File: src/rtl/owbm_pkg.sv
`default_nettype none
// Shared types and constants of the one-wire bus master.
package owbm_pkg;

    localparam int NREG     = 8;
    localparam int IDX_W    = 3;
    localparam int TDATA_W  = 16;
    localparam int ITEM_W   = 12;

    // Timing register indexes
    localparam logic [IDX_W-1:0] R_RST_LOW  = 3'd0;
    localparam logic [IDX_W-1:0] R_PRES_WT  = 3'd1;
    localparam logic [IDX_W-1:0] R_PRES_REC = 3'd2;
    localparam logic [IDX_W-1:0] R_SHORT    = 3'd3;
    localparam logic [IDX_W-1:0] R_LONG     = 3'd4;
    localparam logic [IDX_W-1:0] R_RD_DLY   = 3'd5;
    localparam logic [IDX_W-1:0] R_RD_REC   = 3'd6;
    localparam logic [IDX_W-1:0] R_POLL     = 3'd7;

    // Reset values of the timing registers, in ticks
    localparam int RST_LOW_DEF  = 500;
    localparam int PRES_WT_DEF  = 60;
    localparam int PRES_REC_DEF = 400;
    localparam int SHORT_DEF    = 1;
    localparam int LONG_DEF     = 60;
    localparam int RD_DLY_DEF   = 10;
    localparam int RD_REC_DEF   = 50;
    localparam int POLL_DEF     = 20;

    typedef enum logic [1:0] {
        OP_RESET = 2'd0,
        OP_WRITE = 2'd1,
        OP_READ  = 2'd2,
        OP_POLL  = 2'd3
    } op_t;

    typedef enum logic [3:0] {
        PH_IDLE      = 4'd0,
        PH_RST_LOW   = 4'd1,
        PH_RST_WAIT  = 4'd2,
        PH_RST_REC   = 4'd3,
        PH_WR_LOW    = 4'd4,
        PH_WR_HIGH   = 4'd5,
        PH_RD_LOW    = 4'd6,
        PH_RD_WAIT   = 4'd7,
        PH_RD_REC    = 4'd8,
        PH_POLL_WAIT = 4'd9,
        PH_POLL      = 4'd10
    } phase_t;

    // Sequencer state apart from the phase timer
    typedef struct packed {
        phase_t      phase;
        logic [2:0]  bit_index;
        logic [7:0]  shift_byte;
        logic        presence_flag;
        logic [7:0]  read_latch;
    } ctl_t;

    // Per-tick bus status
    typedef struct packed {
        logic pull_low;
        logic busy;
        logic done;
    } stat_t;

endpackage
`default_nettype wire

File: src/rtl/owbm_cfg.sv
`default_nettype none
// Timing register file of the one-wire bus master.
module owbm_cfg
    import owbm_pkg::*;
#(
    parameter int TIME_WIDTH = 12
) (
    input  wire logic                  clk,
    input  wire logic                  rst_n,
    input  wire logic                  cfg_we,
    input  wire logic [IDX_W-1:0]      cfg_index,
    input  wire logic [TIME_WIDTH-1:0] cfg_data,
    output logic [TIME_WIDTH-1:0]      cfg_val [NREG]
);

    logic [TIME_WIDTH-1:0] cfg_reg [NREG];

    always_ff @(posedge clk or negedge rst_n)
    begin
        if (!rst_n)
        begin
            cfg_reg[R_RST_LOW]  <= TIME_WIDTH'(RST_LOW_DEF);
            cfg_reg[R_PRES_WT]  <= TIME_WIDTH'(PRES_WT_DEF);
            cfg_reg[R_PRES_REC] <= TIME_WIDTH'(PRES_REC_DEF);
            cfg_reg[R_SHORT]    <= TIME_WIDTH'(SHORT_DEF);
            cfg_reg[R_LONG]     <= TIME_WIDTH'(LONG_DEF);
            cfg_reg[R_RD_DLY]   <= TIME_WIDTH'(RD_DLY_DEF);
            cfg_reg[R_RD_REC]   <= TIME_WIDTH'(RD_REC_DEF);
            cfg_reg[R_POLL]     <= TIME_WIDTH'(POLL_DEF);
        end
        else if (cfg_we)
        begin
            cfg_reg[cfg_index] <= cfg_data;
        end
    end

    assign cfg_val = cfg_reg;

endmodule
`default_nettype wire

File: src/rtl/owbm_step.sv
`default_nettype none
// One-tick next-state and status logic of the bus sequencer.
module owbm_step
    import owbm_pkg::*;
#(
    parameter int TIME_WIDTH = 12
) (
    input  wire ctl_t                  ctl,
    input  wire logic [TIME_WIDTH-1:0] time_left,
    input  wire logic [TIME_WIDTH-1:0] cfg_val [NREG],
    input  wire logic                  cmd_valid,
    input  wire logic [1:0]            operation,
    input  wire logic [7:0]            cmd_byte,
    input  wire logic                  line_in,
    output ctl_t                       ctl_next,
    output logic [TIME_WIDTH-1:0]      time_next,
    output stat_t                      stat
);

    logic [7:0] shifted;

    always_comb
    begin
        ctl_next  = ctl;
        time_next = time_left;
        stat      = '0;
        shifted   = {1'b0, ctl.shift_byte[7:1]};

        // Start a command only from idle
        if (ctl.phase == PH_IDLE && cmd_valid)
        begin
            ctl_next.bit_index = 3'd0;
            unique case (op_t'(operation))
                OP_RESET:
                begin
                    ctl_next.phase = PH_RST_LOW;
                    time_next      = cfg_val[R_RST_LOW];
                end
                OP_WRITE:
                begin
                    ctl_next.shift_byte = cmd_byte;
                    ctl_next.phase      = PH_WR_LOW;
                    time_next = cmd_byte[0] ? cfg_val[R_SHORT] : cfg_val[R_LONG];
                end
                OP_READ:
                begin
                    ctl_next.shift_byte = 8'd0;
                    ctl_next.phase      = PH_RD_LOW;
                    time_next           = cfg_val[R_SHORT];
                end
                default:
                begin
                    ctl_next.phase = PH_POLL_WAIT;
                    time_next      = cfg_val[R_POLL];
                end
            endcase
            shifted = {1'b0, ctl_next.shift_byte[7:1]};
        end

        if (ctl_next.phase != PH_IDLE)
        begin
            stat.busy     = 1'b1;
            stat.pull_low = (ctl_next.phase == PH_RST_LOW) || (ctl_next.phase == PH_WR_LOW)
                            || (ctl_next.phase == PH_RD_LOW);
            if (ctl_next.phase == PH_POLL)
            begin
                stat.done = line_in;
            end
            else if (time_next > TIME_WIDTH'(1))
            begin
                time_next = time_next - TIME_WIDTH'(1);
            end
            else
            begin
                // Last tick of a timed phase
                unique case (ctl_next.phase)
                    PH_RST_LOW:
                    begin
                        ctl_next.phase = PH_RST_WAIT;
                        time_next      = cfg_val[R_PRES_WT];
                    end
                    PH_RST_WAIT:
                    begin
                        ctl_next.presence_flag = ~line_in;
                        ctl_next.phase         = PH_RST_REC;
                        time_next              = cfg_val[R_PRES_REC];
                    end
                    PH_WR_LOW:
                    begin
                        ctl_next.phase = PH_WR_HIGH;
                        time_next = ctl_next.shift_byte[0] ? cfg_val[R_LONG]
                                                           : cfg_val[R_SHORT];
                    end
                    PH_WR_HIGH:
                    begin
                        ctl_next.shift_byte = shifted;
                        if (ctl_next.bit_index == 3'd7)
                        begin
                            stat.done = 1'b1;
                        end
                        else
                        begin
                            ctl_next.bit_index = ctl_next.bit_index + 3'd1;
                            ctl_next.phase     = PH_WR_LOW;
                            time_next = shifted[0] ? cfg_val[R_SHORT] : cfg_val[R_LONG];
                        end
                    end
                    PH_RD_LOW:
                    begin
                        ctl_next.phase = PH_RD_WAIT;
                        time_next      = cfg_val[R_RD_DLY];
                    end
                    PH_RD_WAIT:
                    begin
                        ctl_next.shift_byte = {line_in, ctl_next.shift_byte[7:1]};
                        ctl_next.phase      = PH_RD_REC;
                        time_next           = cfg_val[R_RD_REC];
                    end
                    PH_RD_REC:
                    begin
                        if (ctl_next.bit_index == 3'd7)
                        begin
                            ctl_next.read_latch = ctl_next.shift_byte;
                            stat.done           = 1'b1;
                        end
                        else
                        begin
                            ctl_next.bit_index = ctl_next.bit_index + 3'd1;
                            ctl_next.phase     = PH_RD_LOW;
                            time_next          = cfg_val[R_SHORT];
                        end
                    end
                    PH_POLL_WAIT:
                    begin
                        if (line_in)
                        begin
                            stat.done = 1'b1;
                        end
                        else
                        begin
                            ctl_next.phase = PH_POLL;
                            time_next      = '0;
                        end
                    end
                    default:
                    begin
                        stat.done = 1'b1;
                    end
                endcase
            end
            if (stat.done)
            begin
                ctl_next.phase = PH_IDLE;
                time_next      = '0;
            end
        end
    end

endmodule
`default_nettype wire

File: src/rtl/onewire_bus_master_unit.sv
`default_nettype none
// Top level of the one-wire bus master: stream channels, tick registers, checks.
//
// Each input transaction is one microsecond tick. s_tdata carries the command
// request (cmd_valid, operation, cmd_byte) together with the bus level sampled
// this tick (line_in). For every input transaction exactly one output
// transaction follows on m_tdata: the open-drain pull-low drive for the bus,
// busy, a one-tick done, the last byte read and the last presence result.
// Timing of a command counts input transactions, not clock cycles.
//
// Path: an accepted tick sits in the input register, is worked in one pass of
// the sequencer logic, and its result is registered in the result register
// that drives m_tdata and m_tvalid. Throughput is one tick per cycle while
// m_tready does not hold a result; the sequencer step is a single
// decrement-compare of the phase timer plus next-phase selection, all between
// the input and result registers.
//
// Stall: while m_tready is low a pending result holds and the input register
// holds one more tick; s_tready drops only when both are full.
// Reset (rst_n, asynchronous, active low): empty both registers, return the
// sequencer to idle, clear read byte and presence, load the timing registers
// with their defaults. cfg_we writes register cfg_index at once; write it only
// while no command is running.
module onewire_bus_master_unit
    import owbm_pkg::*;
#(
    parameter int TIME_WIDTH = 12
) (
    input  wire logic                  clk,
    input  wire logic                  rst_n,
    input  wire logic                  s_tvalid,
    output logic                       s_tready,
    // [0] cmd_valid, [2:1] operation, [10:3] cmd_byte, [11] line_in
    input  wire logic [TDATA_W-1:0]    s_tdata,
    output logic                       m_tvalid,
    input  wire logic                  m_tready,
    // [0] pull_low, [1] busy_res, [2] done_res, [10:3] read_value, [11] presence_seen
    output logic [TDATA_W-1:0]         m_tdata,
    input  wire logic                  cfg_we,
    input  wire logic [IDX_W-1:0]      cfg_index,
    input  wire logic [TIME_WIDTH-1:0] cfg_data
);

    logic                  in_valid_reg;
    logic [ITEM_W-1:0]     in_data_reg;
    logic                  out_valid_reg;
    logic [TDATA_W-1:0]    out_data_reg;
    ctl_t                  ctl_reg;
    ctl_t                  ctl_next;
    logic [TIME_WIDTH-1:0] time_reg;
    logic [TIME_WIDTH-1:0] time_next;
    logic [TIME_WIDTH-1:0] cfg_val [NREG];
    stat_t                 stat;
    logic                  step;

    // Advance the sequencer when a tick is held and the result slot frees up
    assign step     = in_valid_reg && (!out_valid_reg || m_tready);
    assign s_tready = !in_valid_reg || step;
    assign m_tvalid = out_valid_reg;
    assign m_tdata  = out_data_reg;

    owbm_cfg #(
        .TIME_WIDTH (TIME_WIDTH)
    ) u_cfg (
        .clk       (clk),
        .rst_n     (rst_n),
        .cfg_we    (cfg_we),
        .cfg_index (cfg_index),
        .cfg_data  (cfg_data),
        .cfg_val   (cfg_val)
    );

    owbm_step #(
        .TIME_WIDTH (TIME_WIDTH)
    ) u_step (
        .ctl       (ctl_reg),
        .time_left (time_reg),
        .cfg_val   (cfg_val),
        .cmd_valid (in_data_reg[0]),
        .operation (in_data_reg[2:1]),
        .cmd_byte  (in_data_reg[10:3]),
        .line_in   (in_data_reg[11]),
        .ctl_next  (ctl_next),
        .time_next (time_next),
        .stat      (stat)
    );

    // Control: register occupancy and sequencer state
    always_ff @(posedge clk or negedge rst_n)
    begin
        if (!rst_n)
        begin
            in_valid_reg  <= 1'b0;
            out_valid_reg <= 1'b0;
            ctl_reg       <= '{phase: PH_IDLE, default: '0};
            time_reg      <= '0;
        end
        else
        begin
            if (s_tvalid && s_tready)
            begin
                in_valid_reg <= 1'b1;
            end
            else if (step)
            begin
                in_valid_reg <= 1'b0;
            end

            if (step)
            begin
                out_valid_reg <= 1'b1;
                ctl_reg       <= ctl_next;
                time_reg      <= time_next;
            end
            else if (m_tready)
            begin
                out_valid_reg <= 1'b0;
            end
        end
    end

    // Payload: capture the tick and the result
    always_ff @(posedge clk)
    begin
        if (s_tvalid && s_tready)
        begin
            in_data_reg <= s_tdata[ITEM_W-1:0];
        end
        if (step)
        begin
            out_data_reg <= {{(TDATA_W - ITEM_W){1'b0}}, ctl_next.presence_flag,
                             ctl_next.read_latch, stat.done, stat.busy, stat.pull_low};
        end
    end

    // A finished command was always busy on its last tick
    a_done_busy: assert property (@(posedge clk) disable iff (!rst_n)
        step && stat.done |-> stat.busy)
        else $error("done without busy");

    // The pull-low drive only comes from a running command
    a_pull_busy: assert property (@(posedge clk) disable iff (!rst_n)
        step && stat.pull_low |-> stat.busy)
        else $error("bus driven low while idle");

    // Idle sequencer keeps its phase timer cleared
    a_idle_timer: assert property (@(posedge clk) disable iff (!rst_n)
        ctl_reg.phase == PH_IDLE |-> time_reg == '0)
        else $error("timer left running in idle");

    // An empty result slot never blocks the input side
    a_ready_free: assert property (@(posedge clk) disable iff (!rst_n)
        !out_valid_reg |-> s_tready)
        else $error("input stalled with free result slot");

endmodule
`default_nettype wire

File: config.mk
export PLATFORM = sky130hd
export DESIGN_NAME = onewire_bus_master_unit
export DESIGN_NICKNAME = d
export VERILOG_FILES = /design/src/rtl/owbm_pkg.sv /design/src/rtl/owbm_cfg.sv /design/src/rtl/owbm_step.sv /design/src/rtl/onewire_bus_master_unit.sv
export SDC_FILE = /design/constraint.sdc
export NUM_CORES = 1
export LEC_CHECK = 0
export BUFFER_PORTS_ARGS = -buffer_cell sky130_fd_sc_hd__buf_2
export CELL_PAD_IN_SITES_DETAIL_PLACEMENT = 0
export CELL_PAD_IN_SITES_GLOBAL_PLACEMENT = 1
export CORE_UTILIZATION = 53
export CTS_CLUSTER_SIZE = 16
export DETAILED_ROUTE_END_ITERATION = 10
export GPL_ROUTABILITY_DRIVEN = 0
export PLACE_DENSITY_LB_ADDON = 0.05
export SLEW_MARGIN = 40
export SYNTH_ARGS = -nofsm -noshare
export SYNTH_HDL_FRONTEND = slang
export SYNTH_SLANG_ARGS = --single-unit
export TNS_END_PERCENT = 10
File: constraint.sdc
create_clock -name clk -period 6.7 [get_ports clk]
set_input_delay 0.67 -clock clk [delete_from_list [all_inputs] [get_ports clk]]
set_output_delay 0.67 -clock clk [all_outputs]
set_load 0.01 [all_outputs]
==> flow_summary.ini <==
[cells_and_area]
num-fill-cells = 1270
antennaDiodeCount = 0
drive_gt1_share_pct = 31.5
largest_reg_flops = 96
fin_cells = 979
design_area_mm2 = 0.00929
area_growth_pct = 12.4
layout_common_cells = mux2_2 (109), dfrtp_1 (109), nand2_1 (68)
nets = 821

[logic_synthesis]
synth_edf_count = 24
synthArstFlopShare_pct = 84.8
syn_area_mm2 = 0.00827
ys_seq_area_share_pct = 49.7
avgSynthCellArea_um2 = 11.1
synth_cells = 746
yosysWarnings = 0
yosys_register_bits = 158
synth-main-ff-cell = dfrtp_1
ys_types = 73

[route]
drt_iter0_markers = 634
drc = 0
viasPerCell = 6.41
finalWirelength_um = 21300
avgRoutedWirePerCell_um = 21.8
final_antenna_net_count = 0
drt_first_pass_iters = 6
vias = 6274

[sta]
hold_violations = 0
worstMarginPinSlew_ns = 0.828
period_needed_ns = 4.70
layout_worst_path_cycle_share_pct = 70.1
slew_viol_final = 0
setup_viol = 0
fin_tns_setup_ns = 0
skew_ns = 0.0210
fmax_mhz = 213
rsz0062_at_grt = false
slew-limit-headroom_pct = 44.7
timing.hold.ws_ns = 0.246

[worst_setup_path]
cp_slowest_cell = o31ai_1
crit_chain = inv_1 > ha_1 > a21o_1 > a221oi_1 > o31ai_1 > ha_1 > nor2_1 > nor4_4 > nand4_2 > buf_4 > or3_1 > a211oi_1 > a21o_1
r2r.worst_path.cells = 13
arrival_ns = 5.06
path_max_fanout = 24
worstSetupPathType = reg -> reg
cpPeakStageDelay_ns = 0.69
start_kind = flip-flop
r2r-end = ctl_reg[9]
crit_required_ns = 7.06
end_kind = flip-flop
regToRegStartpoint = in_data_reg[2]
r2r_setup_slack_ns = 2.00

[placement]
dp_cells = 945
placed_area_mm2 = 0.00866
port_buffers = 45
dp_hpwl_um = 14300

[floorplanning]
rows = 45
die_area_mm2 = 0.0161
core_mm2 = 0.0152
start_util_pct = 54.4
ioPinCount = 54
die_x_um = 127
die_height_um = 127

[global_route]
antenna_found_initial = 0
grt_use_total_pct = 28.2
grt_pass1_vias = 6244
overflow = 0
grt_pass1_wl_um = 34500
grt_max_degree = 71

[cts]
cts_hold_buf = 0
post_cts_buffers = 0
cts_num_sinks = 158
clk_pin_slew_ns = 0.06
clock_latency_ns = 0.44
numCtsBuffers = 17
root_buffer = clkbuf_16
cts.htree.levels = 4
clockBufferDepth = 2
cts_resized = 0
cts_tree = built

[run_status]
status = finished, final reports clean

[pwr]
p_leak_nw = 3.94
p_total_mw = 3.69
power_density_mw_per_mm2 = 397
vdd_drop_max_mv = 0.242

[job]
cap_violations = 0

[min_path]
hold_class = in -> async
Yosys cell counts, types with 13 or more instances:
library cell	instances	area, µm²
mux2_2	109	1230
edfxtp_1	24	721
nand2_1	68	255
nor2b_1	20	125
o21ai_0	37	185
a21oi_1	23	115
dfrtp_1	109	2730
dfstp_2	25	657
nor2_1	39	146
a221oi_1	16	140
clkbuf_1	27	101
o31ai_1	13	97.6
inv_1	14	52.6
nor3_1	18	90.1
a21o_1	16	120
worst max-delay path: cells and delay by family (launching register included):
kind                     cells  cell delay [ns]
AND/OR/NAND/NOR              4             1.27
AO/OA/AOI/OAI                5             1.86
flip-flops                   1             0.42
adder cells (fa/ha/maj)      2             0.63
buffers and inverters        2             0.44
logic make-up (layout without fill, tap and decap cells):
kind of cell	Yosys count	count (layout)	synth area share, %
AND/OR/NAND/NOR	206	206	12.9
adder cells (fa/ha/maj)	7	7	1.06
buffers and inverters	66	108	3.72
AO/OA/AOI/OAI	187	187	16.4
XOR/XNOR	2	2	0.212
multiplexers	119	119	16.1
flip-flops	158	158	49.7
other	1	4	0.0454
power breakdown:
part	internal (mW)	switching (mW)
combinational	0.499	0.850
clock	0.587	0.397
sequential	1.21	0.148
total	2.29	1.40
worst max-delay path by stage:
stage              startpoint           to  slack [ns]
2_1_floorplan     ctl_reg[22]   m_tdata[6]        3.09
3_3_place_gp   in_data_reg[2]  time_reg[2]        2.05
3_5_place_dp   in_data_reg[2]   ctl_reg[9]        2.12
4_1_cts        in_data_reg[2]   ctl_reg[9]        2.10
5_1_grt        in_data_reg[2]  time_reg[0]        1.59
6_report       in_data_reg[2]   ctl_reg[9]        2.00
layer usage:
| metal | wire length (µm) | track usage, % | up-vias | part of all wire [%] |
|---|---|---|---|---|
| met5 | 0 | 0 | - | 0 |
| met4 | 271 | 7.21 | 0 | 1.3 |
| met3 | 1110 | 6.28 | 30 | 5.2 |
| met2 | 10500 | 48.4 | 208 | 49 |
| met1 | 9410 | 36.2 | 3174 | 44 |
| li1 | - | - | 2862 | - |
per-stage QoR:
| stage | utilization (%) | setup WS (ns) |
|---|---|---|
| 6_report | 61.1 | 2.00 |
| 5_1_grt | 61.1 | 1.59 |
| 4_1_cts | 60.9 | 2.10 |
| 3_5_place_dp | 56.9 | 2.12 |
| 3_3_place_gp | 56.6 | 2.05 |
| 2_1_floorplan | - | 3.09 |
layout make-up:
type	instances	area, µm²	area share, %
sequential	158	4110	44.2
clock inverter	10	125	1.35
tap	188	235	2.53
clock buffer	22	475	5.12
multi-input combinational	525	3930	42.2
inverter	14	52.6	0.565
timing repair buffer	62	374	4.03
Note: power is estimated with default switching activity, not from simulation.
